$ cat src/sv/hci_h4_packet_deframer_macros.svh
// Assertion macros shared by the H4 deframer modules.
// Each macro expects a clock named clk and an active-low reset named arst_n in scope.
`ifndef HCI_H4_PACKET_DEFRAMER_MACROS_SVH
`define HCI_H4_PACKET_DEFRAMER_MACROS_SVH

// Condition that must hold in the same cycle as its trigger.
`define HHD_ASSERT_SAME(label, trig, cond, msg) \
	label: assert property (@(posedge clk) disable iff (!arst_n) (trig) |-> (cond)) \
		else $error(msg);

// Condition that must hold in the cycle after its trigger.
`define HHD_ASSERT_NEXT(label, trig, cond, msg) \
	label: assert property (@(posedge clk) disable iff (!arst_n) (trig) |=> (cond)) \
		else $error(msg);

`endif

$ cat src/sv/hhd_pkg.sv
// Types and constants of the H4 packet deframer.
// No dependencies; imported by every module of the block.
package hhd_pkg;

	// Packet type bytes of the H4 stream.
	localparam logic [7:0] TYPE_COMMAND = 8'h01;
	localparam logic [7:0] TYPE_ACL     = 8'h02;

	// Reset value of the packet size limit.
	localparam logic [15:0] MAX_SIZE_RESET = 16'd512;

	// Byte count at which the header is complete (type byte plus header).
	localparam logic [15:0] HDR_END_CMD = 16'd4;
	localparam logic [15:0] HDR_END_ACL = 16'd5;

	// Width of the ACL connection handle and its mask.
	localparam int unsigned    HANDLE_W    = 12;
	localparam logic [15:0]    HANDLE_MASK = 16'h0fff;

	// Packet currently being parsed.
	typedef enum logic [1:0] {
		KIND_IDLE = 2'd0,
		KIND_CMD  = 2'd1,
		KIND_ACL  = 2'd2
	} kind_t;

	// Result status codes.
	typedef enum logic [1:0] {
		ST_PAYLOAD  = 2'd0,
		ST_EMPTY    = 2'd1,
		ST_BAD_TYPE = 2'd2,
		ST_OVERFLOW = 2'd3
	} status_t;

	// One result item.
	typedef struct packed {
		status_t              status;
		logic                 packet_kind;
		logic [15:0]          opcode;
		logic [HANDLE_W-1:0]  acl_handle;
		logic [3:0]           pb_bc_flags;
		logic [15:0]          payload_length;
		logic [7:0]           data_byte;
		logic                 last;
	} res_t;

	// Input byte held in the input register.
	typedef struct packed {
		logic       valid;
		logic [7:0] data;
	} byte_slot_t;

endpackage

$ cat src/sv/hhd_in_stage.sv
// Input register of the H4 deframer with its stall logic.
// Depends on hhd_pkg.
module hhd_in_stage
	import hhd_pkg::*;
(
	input  logic       clk,
	input  logic       arst_n,
	input  logic       in_valid,
	input  logic [7:0] in_byte,
	output logic       in_stall,
	input  logic       space,
	output logic       advance,
	output logic [7:0] byte_s1
);

	byte_slot_t slot_s1;

	// The held item moves on when the result register has room.
	assign advance  = slot_s1.valid && space;
	assign in_stall = slot_s1.valid && !space;
	assign byte_s1  = slot_s1.data;

	// Input register: loads on acceptance and empties when the held item moves on.
	always_ff @(posedge clk or negedge arst_n) begin
		if (!arst_n) begin
			slot_s1 <= '0;
		end else if (in_valid && !in_stall) begin
			slot_s1 <= '{valid: 1'b1, data: in_byte};
		end else if (advance) begin
			slot_s1.valid <= 1'b0;
		end
	end

endmodule

$ cat src/sv/hhd_core.sv
// Parser state machine of the H4 deframer: header collection, length checks, results.
// Depends on hhd_pkg and the assertion macros header.
`include "hci_h4_packet_deframer_macros.svh"

module hhd_core
	import hhd_pkg::*;
(
	input  logic        clk,
	input  logic        arst_n,
	input  logic        cfg_valid,
	input  logic [15:0] max_packet_bytes,
	input  logic        advance,
	input  logic [7:0]  byte_s1,
	output logic        res_valid,
	output res_t        res
);

	kind_t       kind_q, kind_n;
	logic [15:0] max_q;
	logic [15:0] count_q, count_n;
	logic [15:0] left_q, left_n;
	logic        too_long_q, too_long_n;
	logic [7:0]  hdr_q [4];
	logic        hdr_we;
	logic [1:0]  hdr_idx;
	logic [15:0] hdr_end;
	logic [15:0] len_new;
	logic [15:0] len_cur;
	logic [16:0] pkt_total;
	logic        go_idle;

	// Fill the header fields of a result from the first header word and length.
	function automatic res_t hdr_fields(input kind_t kind, input logic [15:0] word,
		input logic [15:0] len);
		res_t r;
		r = '0;
		if (kind == KIND_CMD) begin
			r.packet_kind = 1'b0;
			r.opcode      = word;
		end else begin
			r.packet_kind = 1'b1;
			r.acl_handle  = HANDLE_W'(word & HANDLE_MASK);
			r.pb_bc_flags = word[15:12];
		end
		r.payload_length = len;
		return r;
	endfunction

	// Header geometry and lengths.
	assign hdr_end  = (kind_q == KIND_CMD) ? HDR_END_CMD : HDR_END_ACL;
	assign hdr_idx  = count_q[1:0] - 2'd1;
	// Length once the final header byte arrives (it is the current byte).
	assign len_new  = (kind_q == KIND_CMD) ? {8'h00, byte_s1} : {byte_s1, hdr_q[2]};
	// Length of a packet whose header is complete.
	assign len_cur  = (kind_q == KIND_CMD) ? {8'h00, hdr_q[2]} : {hdr_q[3], hdr_q[2]};
	assign pkt_total = {1'b0, hdr_end} + {1'b0, len_new};

	// Next state and result for the byte that moves on this cycle.
	always_comb begin
		kind_n     = kind_q;
		count_n    = count_q;
		left_n     = left_q;
		too_long_n = too_long_q;
		hdr_we     = 1'b0;
		go_idle    = 1'b0;
		res_valid  = 1'b0;
		res        = '0;
		if (advance) begin
			if (count_q >= max_q) begin
				go_idle       = 1'b1;
				res_valid     = 1'b1;
				res.status    = ST_OVERFLOW;
				res.last      = 1'b1;
			end else begin
				case (kind_q)
					KIND_IDLE: begin
						if (byte_s1 == TYPE_COMMAND) begin
							kind_n  = KIND_CMD;
							count_n = 16'd1;
						end else if (byte_s1 == TYPE_ACL) begin
							kind_n  = KIND_ACL;
							count_n = 16'd1;
						end else begin
							go_idle    = 1'b1;
							res_valid  = 1'b1;
							res.status = ST_BAD_TYPE;
							res.last   = 1'b1;
						end
					end
					KIND_CMD, KIND_ACL: begin
						if (count_q < hdr_end) begin
							// Header byte.
							hdr_we  = 1'b1;
							count_n = count_q + 16'd1;
							if (count_n == hdr_end) begin
								left_n     = len_new;
								too_long_n = pkt_total > {1'b0, max_q};
								if (len_new == 16'd0) begin
									res        = hdr_fields(kind_q, {hdr_q[1], hdr_q[0]},
										len_new);
									res.status = ST_EMPTY;
									res.last   = 1'b1;
									res_valid  = 1'b1;
									go_idle    = 1'b1;
								end
							end
						end else begin
							// Payload byte; payload of an oversize packet is not forwarded.
							count_n = count_q + 16'd1;
							left_n  = (left_q != 16'd0) ? left_q - 16'd1 : left_q;
							if (!too_long_q) begin
								res           = hdr_fields(kind_q, {hdr_q[1], hdr_q[0]},
									len_cur);
								res.status    = ST_PAYLOAD;
								res.data_byte = byte_s1;
								res.last      = (left_n == 16'd0);
								res_valid     = 1'b1;
								go_idle       = (left_n == 16'd0);
							end
						end
					end
					default: begin
						go_idle = 1'b1;
					end
				endcase
			end
		end
		if (go_idle) begin
			kind_n     = KIND_IDLE;
			count_n    = 16'd0;
			left_n     = 16'd0;
			too_long_n = 1'b0;
		end
	end

	// Parser state register.
	always_ff @(posedge clk or negedge arst_n) begin
		if (!arst_n) begin
			kind_q     <= KIND_IDLE;
			count_q    <= 16'd0;
			left_q     <= 16'd0;
			too_long_q <= 1'b0;
		end else begin
			kind_q     <= kind_n;
			count_q    <= count_n;
			left_q     <= left_n;
			too_long_q <= too_long_n;
		end
	end

	// Packet size limit register.
	always_ff @(posedge clk or negedge arst_n) begin
		if (!arst_n) begin
			max_q <= MAX_SIZE_RESET;
		end else if (cfg_valid) begin
			max_q <= max_packet_bytes;
		end
	end

	// Header byte store; read only after the bytes of the current packet land.
	always_ff @(posedge clk) begin
		if (hdr_we) begin
			hdr_q[hdr_idx] <= byte_s1;
		end
	end

	// An idle parser holds no count and no oversize mark.
	`HHD_ASSERT_SAME(a_idle_clear, kind_q == KIND_IDLE, count_q == 16'd0 && !too_long_q,
		"idle parser holds stale packet state")
	// An oversize packet never forwards payload.
	`HHD_ASSERT_SAME(a_no_fwd_too_long, res_valid && res.status == ST_PAYLOAD, !too_long_q,
		"payload forwarded from an oversize packet")
	// Any result marked last leaves the parser idle.
	`HHD_ASSERT_NEXT(a_last_idle, res_valid && res.last, kind_q == KIND_IDLE,
		"parser not idle after a final result")

endmodule

$ cat src/sv/hhd_out_reg.sv
// Result register of the H4 deframer, decoupling the parser from the downstream stall.
// Depends on hhd_pkg.
module hhd_out_reg
	import hhd_pkg::*;
(
	input  logic clk,
	input  logic arst_n,
	input  logic advance,
	input  logic res_valid,
	input  res_t res,
	input  logic out_stall,
	output logic space,
	output logic out_valid,
	output res_t res_q
);

	logic out_valid_q;

	// Room for a new result when empty or when the held one leaves now.
	assign space     = !out_valid_q || !out_stall;
	assign out_valid = out_valid_q;

	// Valid bit of the result register.
	always_ff @(posedge clk or negedge arst_n) begin
		if (!arst_n) begin
			out_valid_q <= 1'b0;
		end else if (advance) begin
			out_valid_q <= res_valid;
		end else if (!out_stall) begin
			out_valid_q <= 1'b0;
		end
	end

	// Result payload; loaded only with a new result.
	always_ff @(posedge clk) begin
		if (advance && res_valid) begin
			res_q <= res;
		end
	end

endmodule

$ cat src/sv/hci_h4_packet_deframer.sv
// H4 packet deframer: takes one stream byte per item, gives header-tagged payload bytes.
// A byte enters the input register, is parsed, and its result (if any) lands in the
// output register as the byte leaves the input register. One byte is taken every
// cycle as long as the output side is not stalled; the only loop is the parser state
// update, 16-bit compares, an increment and the length sum. Results: payload bytes
// with header fields, an empty packet marker, unknown-type and overflow errors, each
// error marked last. The size limit register is written through the cfg port and is
// meant to change only while no packet is in progress. Depends on hhd_pkg,
// hhd_in_stage, hhd_core, hhd_out_reg.
module hci_h4_packet_deframer
	import hhd_pkg::*;
(
	input  logic        clk,
	input  logic        arst_n,
	// Configuration write channel.
	input  logic        cfg_valid,
	output logic        cfg_ready,
	input  logic [15:0] max_packet_bytes,
	// Byte input channel.
	input  logic        in_valid,
	output logic        in_stall,
	input  logic [7:0]  in_byte,
	// Result channel.
	output logic        out_valid,
	input  logic        out_stall,
	output logic [1:0]  status,
	output logic        packet_kind,
	output logic [15:0] opcode,
	output logic [11:0] acl_handle,
	output logic [3:0]  pb_bc_flags,
	output logic [15:0] payload_length,
	output logic [7:0]  data_byte,
	output logic        last
);

	logic       space;
	logic       advance;
	logic [7:0] byte_s1;
	logic       res_valid;
	res_t       res;
	res_t       res_q;

	// The limit register takes a write in any cycle.
	assign cfg_ready = 1'b1;

	// Input register.
	hhd_in_stage u_in (
		.clk      (clk),
		.arst_n   (arst_n),
		.in_valid (in_valid),
		.in_byte  (in_byte),
		.in_stall (in_stall),
		.space    (space),
		.advance  (advance),
		.byte_s1  (byte_s1)
	);

	// Parser.
	hhd_core u_core (
		.clk              (clk),
		.arst_n           (arst_n),
		.cfg_valid        (cfg_valid && cfg_ready),
		.max_packet_bytes (max_packet_bytes),
		.advance          (advance),
		.byte_s1          (byte_s1),
		.res_valid        (res_valid),
		.res              (res)
	);

	// Result register.
	hhd_out_reg u_out (
		.clk       (clk),
		.arst_n    (arst_n),
		.advance   (advance),
		.res_valid (res_valid),
		.res       (res),
		.out_stall (out_stall),
		.space     (space),
		.out_valid (out_valid),
		.res_q     (res_q)
	);

	// Result fields onto their ports.
	assign status         = res_q.status;
	assign packet_kind    = res_q.packet_kind;
	assign opcode         = res_q.opcode;
	assign acl_handle     = res_q.acl_handle;
	assign pb_bc_flags    = res_q.pb_bc_flags;
	assign payload_length = res_q.payload_length;
	assign data_byte      = res_q.data_byte;
	assign last           = res_q.last;

endmodule
$ cat config.mk
export PLATFORM = sky130hd
export DESIGN_NAME = hci_h4_packet_deframer
export DESIGN_NICKNAME = d
export VERILOG_FILES = /design/src/sv/hhd_pkg.sv /design/src/sv/hhd_in_stage.sv /design/src/sv/hhd_core.sv /design/src/sv/hhd_out_reg.sv /design/src/sv/hci_h4_packet_deframer.sv
export VERILOG_INCLUDE_DIRS = /design/src /design/src/sv
export SDC_FILE = /design/constraint.sdc
export NUM_CORES = 1
export LEC_CHECK = 0
export ABC_AREA = 1
export BUFFER_PORTS_ARGS = -buffer_cell sky130_fd_sc_hd__buf_2
export CAP_MARGIN = 20
export CORE_MARGIN = 3
export CORE_UTILIZATION = 60
export DETAILED_ROUTE_END_ITERATION = 12
export PLACE_DENSITY = 0.81
export SYNTH_ARGS = -nofsm -noshare
export SYNTH_HDL_FRONTEND = slang
export SYNTH_SLANG_ARGS = --single-unit
export TNS_END_PERCENT = 30
$ cat constraint.sdc
create_clock -name clk -period 7 [get_ports clk]
set_input_delay 0.7 -clock clk [delete_from_list [all_inputs] [get_ports clk]]
set_output_delay 0.7 -clock clk [all_outputs]
set_load 0.02 [all_outputs]
Word level (Yosys, flattened, before mapping)

Memory sizes are Yosys's and may differ from the RTL's.
Cells that the tools add are included.

Bits in registers: 121
Bits in writable memories: 32
Logic and storage cells: 127
Memories: 1

$add $sub $neg: 4
Order comparisons: 3
Equal/unequal tests: 9
Mux-type cells: 65
Bitwise operators: 2
Reductions and logical operators: 27

Memory list:

| memory       | words | bits a word | rd ports | clocked after Yosys merged registers in | write ports | line           | text |
|---|---|---|---|---|---|---|---|
| u_core.hdr_q | 4     | 8           | 4        | 0                                       | 1           | hhd_core.sv:23 | `logic [7:0] hdr_q [4];` |

Operator list:

| cell                                                 | count |
|---|---|
| 2-to-1 mux 16 bit                                    | 16 |
| 2-to-1 mux 60 bit                                    | 2 |
| 2-to-1 mux 59 bit                                    | 1 |
| 2-to-1 mux 58 bit                                    | 1 |
| zero test 16 bit                                     | 2 |
| case mux 16 bit (2 select lines)                     | 1 |
| 2-to-1 mux 1 bit                                     | 31 |
| 2-to-1 mux 2 bit                                     | 9 |
| adder 16 x 16 -> 17 bit                              | 1 |
| > comparator 17 x 16 -> 1 bit                        | 1 |
| adder 16 x 1 -> 16 bit (second input constant)       | 1 |
| equality test 16 bit                                 | 1 |
| greater-or-equal comparator 16 bit                   | 1 |
| less-than comparator 16 bit                          | 1 |
| nonzero test 16 bit                                  | 1 |
| subtractor 16 x 1 -> 16 bit (second input constant)  | 1 |
| AND reduction 4 bit                                  | 3 |
| nonzero test 2 bit                                   | 6 |
| equality test 8 x 1 -> 1 bit (second input constant) | 1 |
| equality test 8 x 2 -> 1 bit (second input constant) | 1 |
| case mux 1 bit (2 select lines)                      | 3 |
| nonzero test 3 bit                                   | 2 |
| AND reduction 5 bit                                  | 1 |
| logical AND 1 bit                                    | 4 |
| 13 further kinds                                     | 18 |

Logic depth before layout (Yosys ltp)

Gate-level depths: netlist (run 1).

Depth after elaboration: 11
Gate-level depth with buffers: 26
Depth with buffers taken out: 25

Hierarchy

From an unflattened synthesis (run 1), not the netlist that was laid out.

Cell total of the unflattened synthesis: 1012
Area total of the unflattened synthesis: 8588.2 um^2

Modules (own cells, without submodules):

| module                 | instances | cells each | area each (um^2) | sequential area each (um^2) |
|---|---|---|---|---|
| hhd_core               | 1         | 893        | 6287.3           | 2238.4 |
| hhd_out_reg            | 1         | 67         | 1850.5           | 1826.8 |
| hhd_in_stage           | 1         | 50         | 439.2            | 225.2 |
| hci_h4_packet_deframer | 1         | 2          | 11.3             | 0.0 |

Least setup slack after synthesis (run 1)

OpenSTA, ideal clock, no wires.

Path type: reg-to-reg
From: register u_core.kind_q[0]
To: register, netlist name u_out.res_q[0]
Library setup time: 0.419 ns
Arrival: 4.381 ns
Data required time: 6.581 ns
Slack: 2.200 ns
Cell stages (with the launch flop): 17
Buffers on the path: 2
Cell sequence: dfrtp_1 ha_1 inv_1 buf_1 buf_1 ha_1 or2_2 nor2_1 nand3_1 nor2_1 nand2_1 nor2_1 nand3_1 inv_2 a21oi_2 or2_2 nand2_1

Word-level cells in the longest chain between the ends: 10
Elaborated cells on any way between the ends: 16
Classes of those cells: order compare (1); eq/ne (3); mux (8); reduce/logical (4)

RTL lines:

| item                                                                | line              | text |
|---|---|---|
| start, declared                                                     | hhd_core.sv:18    | `kind_t kind_q, kind_n;` |
| start signal, assigned                                              | hhd_core.sv:144   | `kind_q <= kind_n;` |
| branches (longest 6 deep; another with less-than comparator 16 bit) | -                 |  |
| case mux 1 bit (2 select lines) *                                   | hhd_core.sv:75    | `case (kind_q)` |
| 2-to-1 mux 1 bit *                                                  | hhd_core.sv:69    | `if (count_q >= max_q) begin` |
| 2-to-1 mux 1 bit *                                                  | hhd_core.sv:68    | `if (advance) begin` |
| logical AND 1 bit *                                                 | hhd_out_reg.sv:36 | `if (advance && res_valid) begin` |

Mark *: on every way between the ends.
A chain may end at the register's enable or synchronous reset.

Final worst setup path (run 1)

From: register u_core.kind_q[1]
To: register, netlist name u_out.res_q[9]

Word-level cells in the longest chain between the ends: 10
Elaborated cells on any way between the ends: 16
Classes of those cells: order compare (1); eq/ne (3); mux (8); reduce/logical (4)

RTL lines:

| item                                                                | line |
|---|---|
| branches (longest 6 deep; another with less-than comparator 16 bit) | - |
| case mux 1 bit (2 select lines) *                                   | hhd_core.sv:75 |
| 2-to-1 mux 1 bit *                                                  | hhd_core.sv:69 |
| 2-to-1 mux 1 bit *                                                  | hhd_core.sv:68 |
| logical AND 1 bit *                                                 | hhd_out_reg.sv:36 |

Marked as above.

==> results.cfg, run 1 <==
[synthesis]
synth-async-reset-ratio_pct = 39.9
ys_warn_count = 0
synth_seq_area_share_pct = 50.3
ys_top_cells_by_count = nand2_1, inv_1, nor2_1
synth_enable_flop_cells = 92
synthesis.area_sq_um = 8530
yosys.area.top_type = edfxtp_1
synth_top_area_share_pct = 32.4
synth-seq-cells = 153
yosysUniqueCellTypes = 46
synthCells = 974
synth_area_leaders = edfxtp_1, dfrtp_1, nand2_1
syn_area_per_cell_sq_um = 8.76
syn_nets = 1047
yosysMostFrequentCell = nand2_1
synth_flop_cell = edfxtp_1

[layout]
antennaDiodeCount = 0
final_nets = 1134
fin_area_sq_um = 9740
fin_util_pct = 71.9
area_growth_pct = 14.2
drive_gt1_share_pct = 16.6

[worst_setup_path]
cp-start-kind = register
crit_path_end = u_out.res_q[9]$_SDFFCE_PP0P_
cp-startpoint = u_core.kind_q[1]$_DFFE_PN0P_
crit_cells = 16
required_ps = 7130
r2r_end = u_out.res_q[9]$_SDFFCE_PP0P_
critical-path-top-delay-family = buffers and inverters
end_kind = register
worst-setup-path-type = register to register
critPathSlowestCell = nand2_1
cp_cell_sequence = inv_1, ha_1, buf_4, inv_1, ha_1, a21oi_1, nor4_1, nand2_1, inv_1, nor2_1, a21oi_4, buf_4, or2_2, nand2_2, buf_12, buf_4
r2r_start = u_core.kind_q[1]$_DFFE_PN0P_
cp_num_buf_inv = 7
reg2reg_depth = 16
critPathMaxStageDelay_ps = 500
cp_max_fo = 38
cp.arrival_ps = 5000
rrSetupSlack_ps = 2130

[power]
peakVddDrop_v = 0.000156
p_per_area_nw_per_um2 = 279
p_leak_nw = 4.47

[placed_design]
portBuffers = 90
routabilityCongestion = 0.937
dp_hpwl_mm = 15.2
dpl_cell_area_sq_um = 9090

[cts]
cts.hold.buffers_added = 0
cts_buffers = 17
clockBufferDepth = 2
cts_sinks = 153
cts.htree.levels = 4
cts_tree = yes
cts-root-buf = clkbuf_16
post_cts_buffers = 0
cts_resized = 0
clkTransAtPathRegs_ps = 60
clk_latency_ps = 440

[job]
cap_violations = 0

[sta]
tightest_slew_ps = 831
layout_min_cycle_time_ps = 4870
fin_setup_tns_ps = 0
maxSlewViolCount = 0
rsz0062_at_grt = false
max_slew_margin_pct = 44.6
hold_viol_final = 0
fin_skew_ps = 11.3
finalSetupViolCount = 0
whs_ps = 453
fin_crit_sh_pct = 69.6
fmax_mhz = 205

[outcome]
status = complete, no violations

[routing]
num_vias = 7242
routed_wl_mm = 21.5
drt_drc_violations_left = 0
avgViaCountPerCell = 5.79
initialDrtViolationCount = 640
postRouteAntennaNets = 0
drt-wirelength-per-cell_um = 17.2
dr.pass1.iters = 5

[floorplanning]
fp-row-count = 42
ios = 92
die_y_um = 125
die_w_um = 125
start_util_pct = 62.9
core_sq_um = 13600
dieArea_sq_um = 15700

[grt]
grt_max_degree = 62
antenna_found_initial = 0
grt_pass1_wl_mm = 33.7
first_global_vias = 6549
grt_overflow = 0
grt.total_usage_pct = 27.1

[hold_path]
hp-class = primary input to asynchronous set/reset pin
[metrics by stage]
| stage | setup WS, ps | total power [mW] | instances |
|---|---|---|---|
| 2_1_floorplan | 2200 | 1.54 | 974 |
| 3_5_place_dp | 1870 | 1.74 | 1216 |
| 6_report | 2130 | 2.72 | 1250 |
| 3_3_place_gp | 2070 | 1.72 | 1216 |
| 4_1_cts | 1800 | 2.71 | 1248 |
| 5_1_grt | 1770 | 2.82 | 1250 |
[cells by family (layout without fill, tap and decap cells)]
group                      count (synthesis)  count (layout)  synth area share, %
xor gates and xnor gates                  15              15                 1.54
buffers and inverters                    160             260                 7.69
muxes                                      1               1                0.132
AOI/OAI and AO/OA                        124             124                 7.83
and+or+nand+nor                          476             476                 26.0
DFF                                      153             153                 50.3
other                                      1               1               0.0440
adders and majority gates                 44              44                 6.45
[state kept, by name (all words and copies together) (netlist names)]
name               flops
u_core.kind_q          2
u_core.too_long_q      1
u_out.out_valid        1
u_core.count_q        16
u_core.hdr_q          32
u_core.left_q         16
u_out.res_q           60
u_in.byte_s1           8
u_in.slot_s1           1
u_core.max_q          16
[per-layer routing]
| metal | vias to the layer above | track usage, % | part of all wire (%) |
|---|---|---|---|
| li1 | 3401 | - | - |
| met1 | 3373 | 36.8 | 41 |
| met2 | 405 | 44.0 | 48 |
| met3 | 63 | 5.03 | 8.4 |
| met4 | 0 | 9.89 | 2.5 |
| met5 | - | 0 | 0 |
[layout by cell type (no fill, tap or decap), drive strengths merged]
master,Yosys,routed
a21oi,27,27
clkbuf,14,20
clkinv,0,2
bufinv,0,3
nand4,20,20
nand3b,1,1
nand2,230,230
o211ai,2,2
mux2,1,1
dfrtp,60,60
nor2,125,125
edfxtp,92,92
conb,1,1
nor3b,8,8
xor2,12,12
nor3,19,19
clkinvlp,0,3
nand3,45,45
nor4,25,25
xnor2,3,3
o311ai,1,1
dfstp,1,1
a211oi,1,1
a21boi,1,1
and3,1,1
a21o,1,1
a31oi,1,1
ha,44,44
buf,15,97
o21ai,84,84
o21a,4,4
o21bai,2,2
or2,2,2
inv,131,135
[how the worst min path moves through the flow]
stage                                      start                              to  slack, ps  depth (start not counted)
finish                                    arst_n  u_core.count_q[10]$_DFFE_PN0P_        450                          2
global route                 max_packet_bytes[1]     u_core.max_q[1]$_DFFE_PN0P_        480                          3
CTS                         max_packet_bytes[13]    u_core.max_q[13]$_DFFE_PN0P_        460                          3
detailed placement  u_core.kind_q[1]$_DFFE_PN0P_    u_core.kind_q[1]$_DFFE_PN0P_        520                          2
global placement    u_core.kind_q[1]$_DFFE_PN0P_    u_core.kind_q[1]$_DFFE_PN0P_        510                          2
floorplan                                 arst_n   u_core.count_q[0]$_DFFE_PN0P_        400                          0
[report_power, final]
| group | leakage [nW] | switching, mW | internal [mW] |
|---|---|---|---|
| Clock | 0.296 | 0.389 | 0.585 |
| Combinational | 2.50 | 0.405 | 0.151 |
| Sequential | 1.67 | 0.0667 | 1.12 |
[layout make-up]
type	instances	area [sq um]
Sequential cell	153	4290
Fill cell	1029	3820
Multi-Input combinational cell	661	3590
Timing Repair Buffer	97	523
Inverter	131	494
Clock buffer	20	457
Tap cell	176	220
Clock inverter	12	164
Note: power is estimated with default switching activity, not from simulation.
==> run 2, diff against run 1 <==
Settings changed: CORE_UTILIZATION 60 to 54, PLACE_DENSITY 0.81 to 0.77.
Clock period 7 ns to 4.3 ns, I/O delays scaled along.
==> run 2 against run 1 <==
Against the previous run: critical path depth up 6; cell count increased by 3.0%; critical path type unchanged; total power grew 57%; combinational power increased by 61%.
==> results.cfg, run 2 (synthesis gave the netlist of run 1 again) <==
[cts]
cts.hold.buffers_added = 0
cts_tree = yes
cts-root-buf = clkbuf_16
cts.htree.levels = 4
cts_resized = 0
clockBufferDepth = 2
clkTransAtPathRegs_ps = 70
cts_buffers = 17
clk_latency_ps = 430
cts_sinks = 153
post_cts_buffers = 0

[layout]
area_growth_pct = 14.3
fin_util_pct = 63.7
top_register = u_out.res_q
final_cell_mix = nand2_1, inv_1, nor2_1
layout.cells.non_filler = 1287
drive_gt1_share_pct = 16.7
top_regs = u_out.res_q (60), u_core.hdr_q (32)
antennaDiodeCount = 0
layout_commonest_cell = nand2_1
final_nets = 1136
largest_reg_flops = 60

[routing]
maxUsedRoutingLayer = met4
num_vias = 6934
postRouteAntennaNets = 0
routed_wl_mm = 20.6
wl_met2_mm = 9.51
wl_met3_mm = 1.50
initialDrtViolationCount = 740
drt_drc_violations_left = 0
wl_met1_mm = 9.13
avgViaCountPerCell = 5.39
drt-wirelength-per-cell_um = 16.0
dr.pass1.iters = 5

[grt]
grt_overflow = 0
grt.total_usage_pct = 24.2
first_global_vias = 6479
antenna_found_initial = 0
grt_pass1_wl_mm = 33.5
grt_max_degree = 61

[sta]
fmax_mhz = 268
fin_setup_tns_ps = 0
layout_min_cycle_time_ps = 3730
tightest_slew_ps = 1070
fin_skew_ps = 7.66
hold_viol_final = 0
rsz0062_at_grt = false
finalSetupViolCount = 0
maxSlewViolCount = 0
max_slew_margin_pct = 28.7
fin_crit_sh_pct = 86.7

[floorplanning]
die_w_um = 132
die_y_um = 132
core_sq_um = 15300
ios = 92
dieArea_sq_um = 17300
start_util_pct = 55.7
fp-row-count = 45

[worst_setup_path]
cp.arrival_ps = 4050
cp-start-kind = register
r2r_end = u_core.too_long_q$_DFFE_PN0P_
end_kind = register
cp_max_fo = 34
reg2reg_depth = 22
required_ps = 4620
r2r_start = u_core.kind_q[1]$_DFFE_PN0P_
worst-setup-path-type = register to register
rrSetupSlack_ps = 570

[job]
cap_violations = 0

[power]
p_sw_mw = 1.39
p_comb_share_pct = 20.9
internal_power_mw = 2.88
p_per_area_nw_per_um2 = 438
p_leak_nw = 4.46
power_frac_clock_pct = 34.1
peakVddDrop_v = 0.000293
pwr-share-seq_pct = 44.9
switching_share_pct = 32.6

[placed_design]
dp.cells = 1254
portBuffers = 90
routabilityCongestion = 0.991
dp_hpwl_mm = 15.2

[outcome]
status = complete, no violations

[hold_path]
hp-class = primary input to asynchronous set/reset pin
[run 2: cell types whose count changed in the layout (fill, tap and decap cells not counted), sizes merged]
cell	previous run	this run
buf	97	99
bufinv	3	1
clkinv	2	4
clkbuf	20	18
inv	135	137
[run 2: worst max-delay path by stage]
stage,start,endpoint,slack [ps],cells after the start
6_report,u_core.kind_q[1]$_DFFE_PN0P_,u_core.too_long_q$_DFFE_PN0P_,570,22
3_3_place_gp,u_core.kind_q[0]$_DFFE_PN0P_,u_out.res_q[16]$_SDFFCE_PP0P_,680,13
2_1_floorplan,u_core.kind_q[0]$_DFFE_PN0P_,u_out.res_q[0]$_SDFFCE_PN0P_,80,16
5_1_grt,u_core.kind_q[1]$_DFFE_PN0P_,u_out.res_q[13]$_SDFFCE_PP0P_,230,17
3_5_place_dp,u_core.kind_q[0]$_DFFE_PN0P_,u_out.res_q[18]$_SDFFCE_PP0P_,530,13
4_1_cts,u_core.kind_q[0]$_DFFE_PN0P_,u_out.res_q[4]$_SDFFCE_PP0P_,490,13
[run 2: area by class of cell]
type	count	area (sq um)
fillers	1310	5560
clock buffers	18	429
flip-flops and latches	153	4290
inverters	131	494
repair buffers	99	543
clock inverters	14	138
well taps	211	264
multi-input cells	661	3590
[run 2: metal layers]
metal / vias up / global-route usage [%]
li1: 3401 / -
met3: 45 / 4.98
met2: 288 / 38.4
met4: 0 / 8.52
met5: - / 0
met1: 3200 / 33.2
[run 2: power groups by stage]
stage / Sequential [mW] / Clock, mW / Combinational (mW)
5_1_grt: 1.94 / 1.52 / 0.984
3_5_place_dp: 1.95 / 0 / 0.897
6_report: 1.92 / 1.46 / 0.893
2_1_floorplan: 2.13 / 0 / 0.381
4_1_cts: 1.92 / 1.47 / 0.901
3_3_place_gp: 1.94 / 0 / 0.886
[run 2: per-stage QoR]
stage	power (mW)	cell area, sq um	setup WS, ps	hold WS, ps
after global placement	2.83	9170	685	517
after global routing	4.45	9750	231	90.9
final	4.27	9750	571	46.0
after floorplan	2.51	8530	79.8	134
after detailed placement	2.84	9170	526	525
after CTS	4.29	9730	493	63.6
[run 2: critical path: stages (launching register included)]
cell and delay (ps):
dfrtp_1 400, inv_1 80, ha_1 270, buf_4 410, o21ai_1 220, o21ai_2 120, nand2_1 70, nor2_1 140
nand3_1 140, nor3_2 200, nand3_1 170, nor3_2 210, nand3_1 120, xnor2_1 150, ha_1 310, and3_1 180
nand4_1 90, nand2_1 80, nand2_1 50, nand2_1 50, nand2_1 40, inv_1 50, nor2_1 30
==> run 3, diff against run 2 <==
Settings changed: ABC_AREA 1 to unset, BUFFER_PORTS_ARGS -buffer_cell sky130_fd_sc_hd__buf_2 to unset, CORE_UTILIZATION 54 to 58, DONT_BUFFER_PORTS set to 1, MAX_ROUTING_LAYER set to met4, PLACE_DENSITY 0.77 to 0.76.
==> run 3 against run 2 <==
Against the previous run: combinational power fell by 4.0%; design area fell by 4.9%; via count fell by 6.3%; non-clock buffer count fell by 72; global-route usage rose by 4.6 points; largest power group unchanged.
==> results.cfg, run 3 <==
[hold_path]
hp-class = primary input to register
holdPathStages = 1

[worst_setup_path]
critPathMaxStageDelay_ps = 430
critical-path-top-delay-family = simple AND/OR/NAND/NOR gates
cp_cell_sequence = inv_1, ha_1, buf_4, inv_1, ha_1, nor4_1, nand4b_1, nor3_4, nor2_1, nor3b_1, or2_2, buf_6
cp.arrival_ps = 4050
worst-setup-path-type = register to register
cp_max_fo = 57
end_kind = register
reg2reg_depth = 12
crit_cells = 12
cp_num_buf_inv = 4
rrSetupSlack_ps = 320
required_ps = 4360
critPathSlowestCell = buf_6
cp-start-kind = register

[synthesis]
synthMuxAreaShare_pct = 2.42
yosysUniqueCellTypes = 72
synth_top_family_by_area = simple AND/OR/NAND/NOR gates
syn_nets = 883
syn_area_per_cell_sq_um = 10.4
synth_enable_flop_cells = 92
synth_xor_area_share_pct = 2.17
yosys.area.top_type = edfxtp_1
yosys.area_share.simple_pct = 21.2
synth_flop_cell = edfxtp_1
synth-async-reset-ratio_pct = 39.9
yosysMostFrequentCell = edfxtp_1
synth-compound-area-share_pct = 12.9
synthCells = 810
synth-seq-cells = 153
synthAdderAreaFrac_pct = 6.50
synthesis.area_sq_um = 8460
ys_top_cells_by_count = edfxtp_1, nand2_1, dfrtp_1
synth_seq_area_share_pct = 50.7
synth_top_area_share_pct = 32.6
synth_area_leaders = edfxtp_1, dfrtp_1, ha_1
ys_warn_count = 0

[routing]
postRouteAntennaNets = 0
avgViaCountPerCell = 6.48
num_vias = 6497
dr.pass1.iters = 5
initialDrtViolationCount = 646
drt-wirelength-per-cell_um = 22.0
routed_wl_mm = 22.0
drt_drc_violations_left = 0

[sta]
tightest_slew_ps = 989
postLayoutSetupSlackWorst_ps = 315
layout_min_cycle_time_ps = 3980
fin_setup_tns_ps = 0
finalSetupViolCount = 0
maxSlewViolCount = 0
fin_crit_sh_pct = 92.7
max_slew_margin_pct = 33.7
rsz0062_at_grt = false
hold_viol_final = 0
whs_ps = 82.4
fin_skew_ps = 5.77
fmax_mhz = 251

[cts]
cts_buffers = 17
cts.htree.levels = 4
cts-root-buf = clkbuf_16
clockBufferDepth = 2
clkTransAtPathRegs_ps = 60
cts_sinks = 153
clk_latency_ps = 430
cts_tree = yes
post_cts_buffers = 0

[power]
p_per_area_nw_per_um2 = 480
power_mw = 4.45
power_frac_clock_pct = 32.2
switching_share_pct = 33.8
internal_power_mw = 2.94
pwr-share-seq_pct = 48.5
p_comb_share_pct = 19.3
p_sw_mw = 1.50
p_leak_nw = 3.74
peakVddDrop_v = 0.000312

[layout]
layout_commonest_cell = edfxtp_1
layout.cells.non_filler = 1003
antennaDiodeCount = 0
area_growth_pct = 9.56
fin_area_sq_um = 9270
final_cell_mix = edfxtp_1, nand2_1, dfrtp_1
top_regs = u_out.res_q (60), u_core.hdr_q (32)
largest_reg_flops = 60
drive_gt1_share_pct = 11.1
final_nets = 883
fin_util_pct = 65.8
top_register = u_out.res_q

[floorplanning]
start_util_pct = 60.0
core_sq_um = 14100
ios = 92
dieArea_sq_um = 16100
die_w_um = 127
die_y_um = 127
fp-row-count = 43

[grt]
grt_pass1_wl_mm = 34.9
first_global_vias = 6316
grt_max_degree = 62
antenna_found_initial = 0
grt_overflow = 0
grt.total_usage_pct = 28.8

[outcome]
status = complete, no violations

[placed_design]
dp_hpwl_mm = 15.8
dpl_cell_area_sq_um = 8660
routabilityCongestion = 0.922
portBuffers = 0
dp.cells = 969
dp_slack_ps = 285

[job]
cap_violations = 0
run 3: changes by cell type in the layout (fill, tap and decap cells not counted), moves of 12 or more:
cell and delta:
and3_1 +27, nor2_1 -65, nand3_1 -16, inv_1 -93
nand2_1 -164, buf_4 +17, nor4_2 -16, xnor2_1 +12
o21ai_0 -36, buf_2 -90, and2_1 +43, a31oi_1 +17
run 3: path summary, 6_finish.rpt:
kind	start	to
hold reg to reg	u_core.hdr_q[3][7]$_DFFE_PP_	u_out.res_q[24]$_SDFFCE_PP0P_
setup / recovery	u_core.kind_q[1]$_DFFE_PN0P_	u_out.res_q[47]$_SDFFCE_PP0P_
max in group asynchronous	arst_n	u_core.max_q[9]$_DFFE_PN1P_
setup reg to reg	u_core.kind_q[1]$_DFFE_PN0P_	u_out.res_q[47]$_SDFFCE_PP0P_
hold / removal	cfg_valid	u_core.max_q[9]$_DFFE_PN1P_
min in group asynchronous	arst_n	u_core.left_q[15]$_DFFE_PN0P_
run 3: what timing repair did:
| action | CTS | global route |
|---|---|---|
| hold buffers | 2 | 0 |
| gates resized for setup | 0 | 2 |
| endpoints found under the setup margin | 0 | 58 |
| endpoints found under the hold margin | 61 | 0 |
run 3: cells by family after synthesis:
family | Yosys count
AOI/OAI and AO/OA | 166
xor gates and xnor gates | 21
adders and majority gates | 44
buffers and inverters | 81
DFF | 153
muxes | 19
other | 1
and+or+nand+nor | 325
run 3: cell type report:
cell class	count	area, sq um
Clock buffer	17	425
Clock inverter	15	139
Fill cell	1054	4820
Inverter	35	131
Multi-Input combinational cell	576	3830
Sequential cell	153	4290
Tap cell	180	225
Timing Repair Buffer	27	229
run 3: metal layers:
layer,vias to the layer above,GRT usage (%),wire (um)
li1,2997,-,-
met3,51,6.23,1640
met2,286,43.6,10100
met5,-,-,0
met1,3163,38.5,9630
met4,0,11.0,640
run 3: power by group through the flow:
stage	Clock [mW]	Sequential (mW)	Combinational, mW
6_report	1.43	2.16	0.857
5_1_grt	1.51	2.18	0.942
4_1_cts	1.44	2.16	0.840
3_5_place_dp	0	2.19	0.820
3_3_place_gp	0	2.18	0.799
2_1_floorplan	0	2.15	0.585
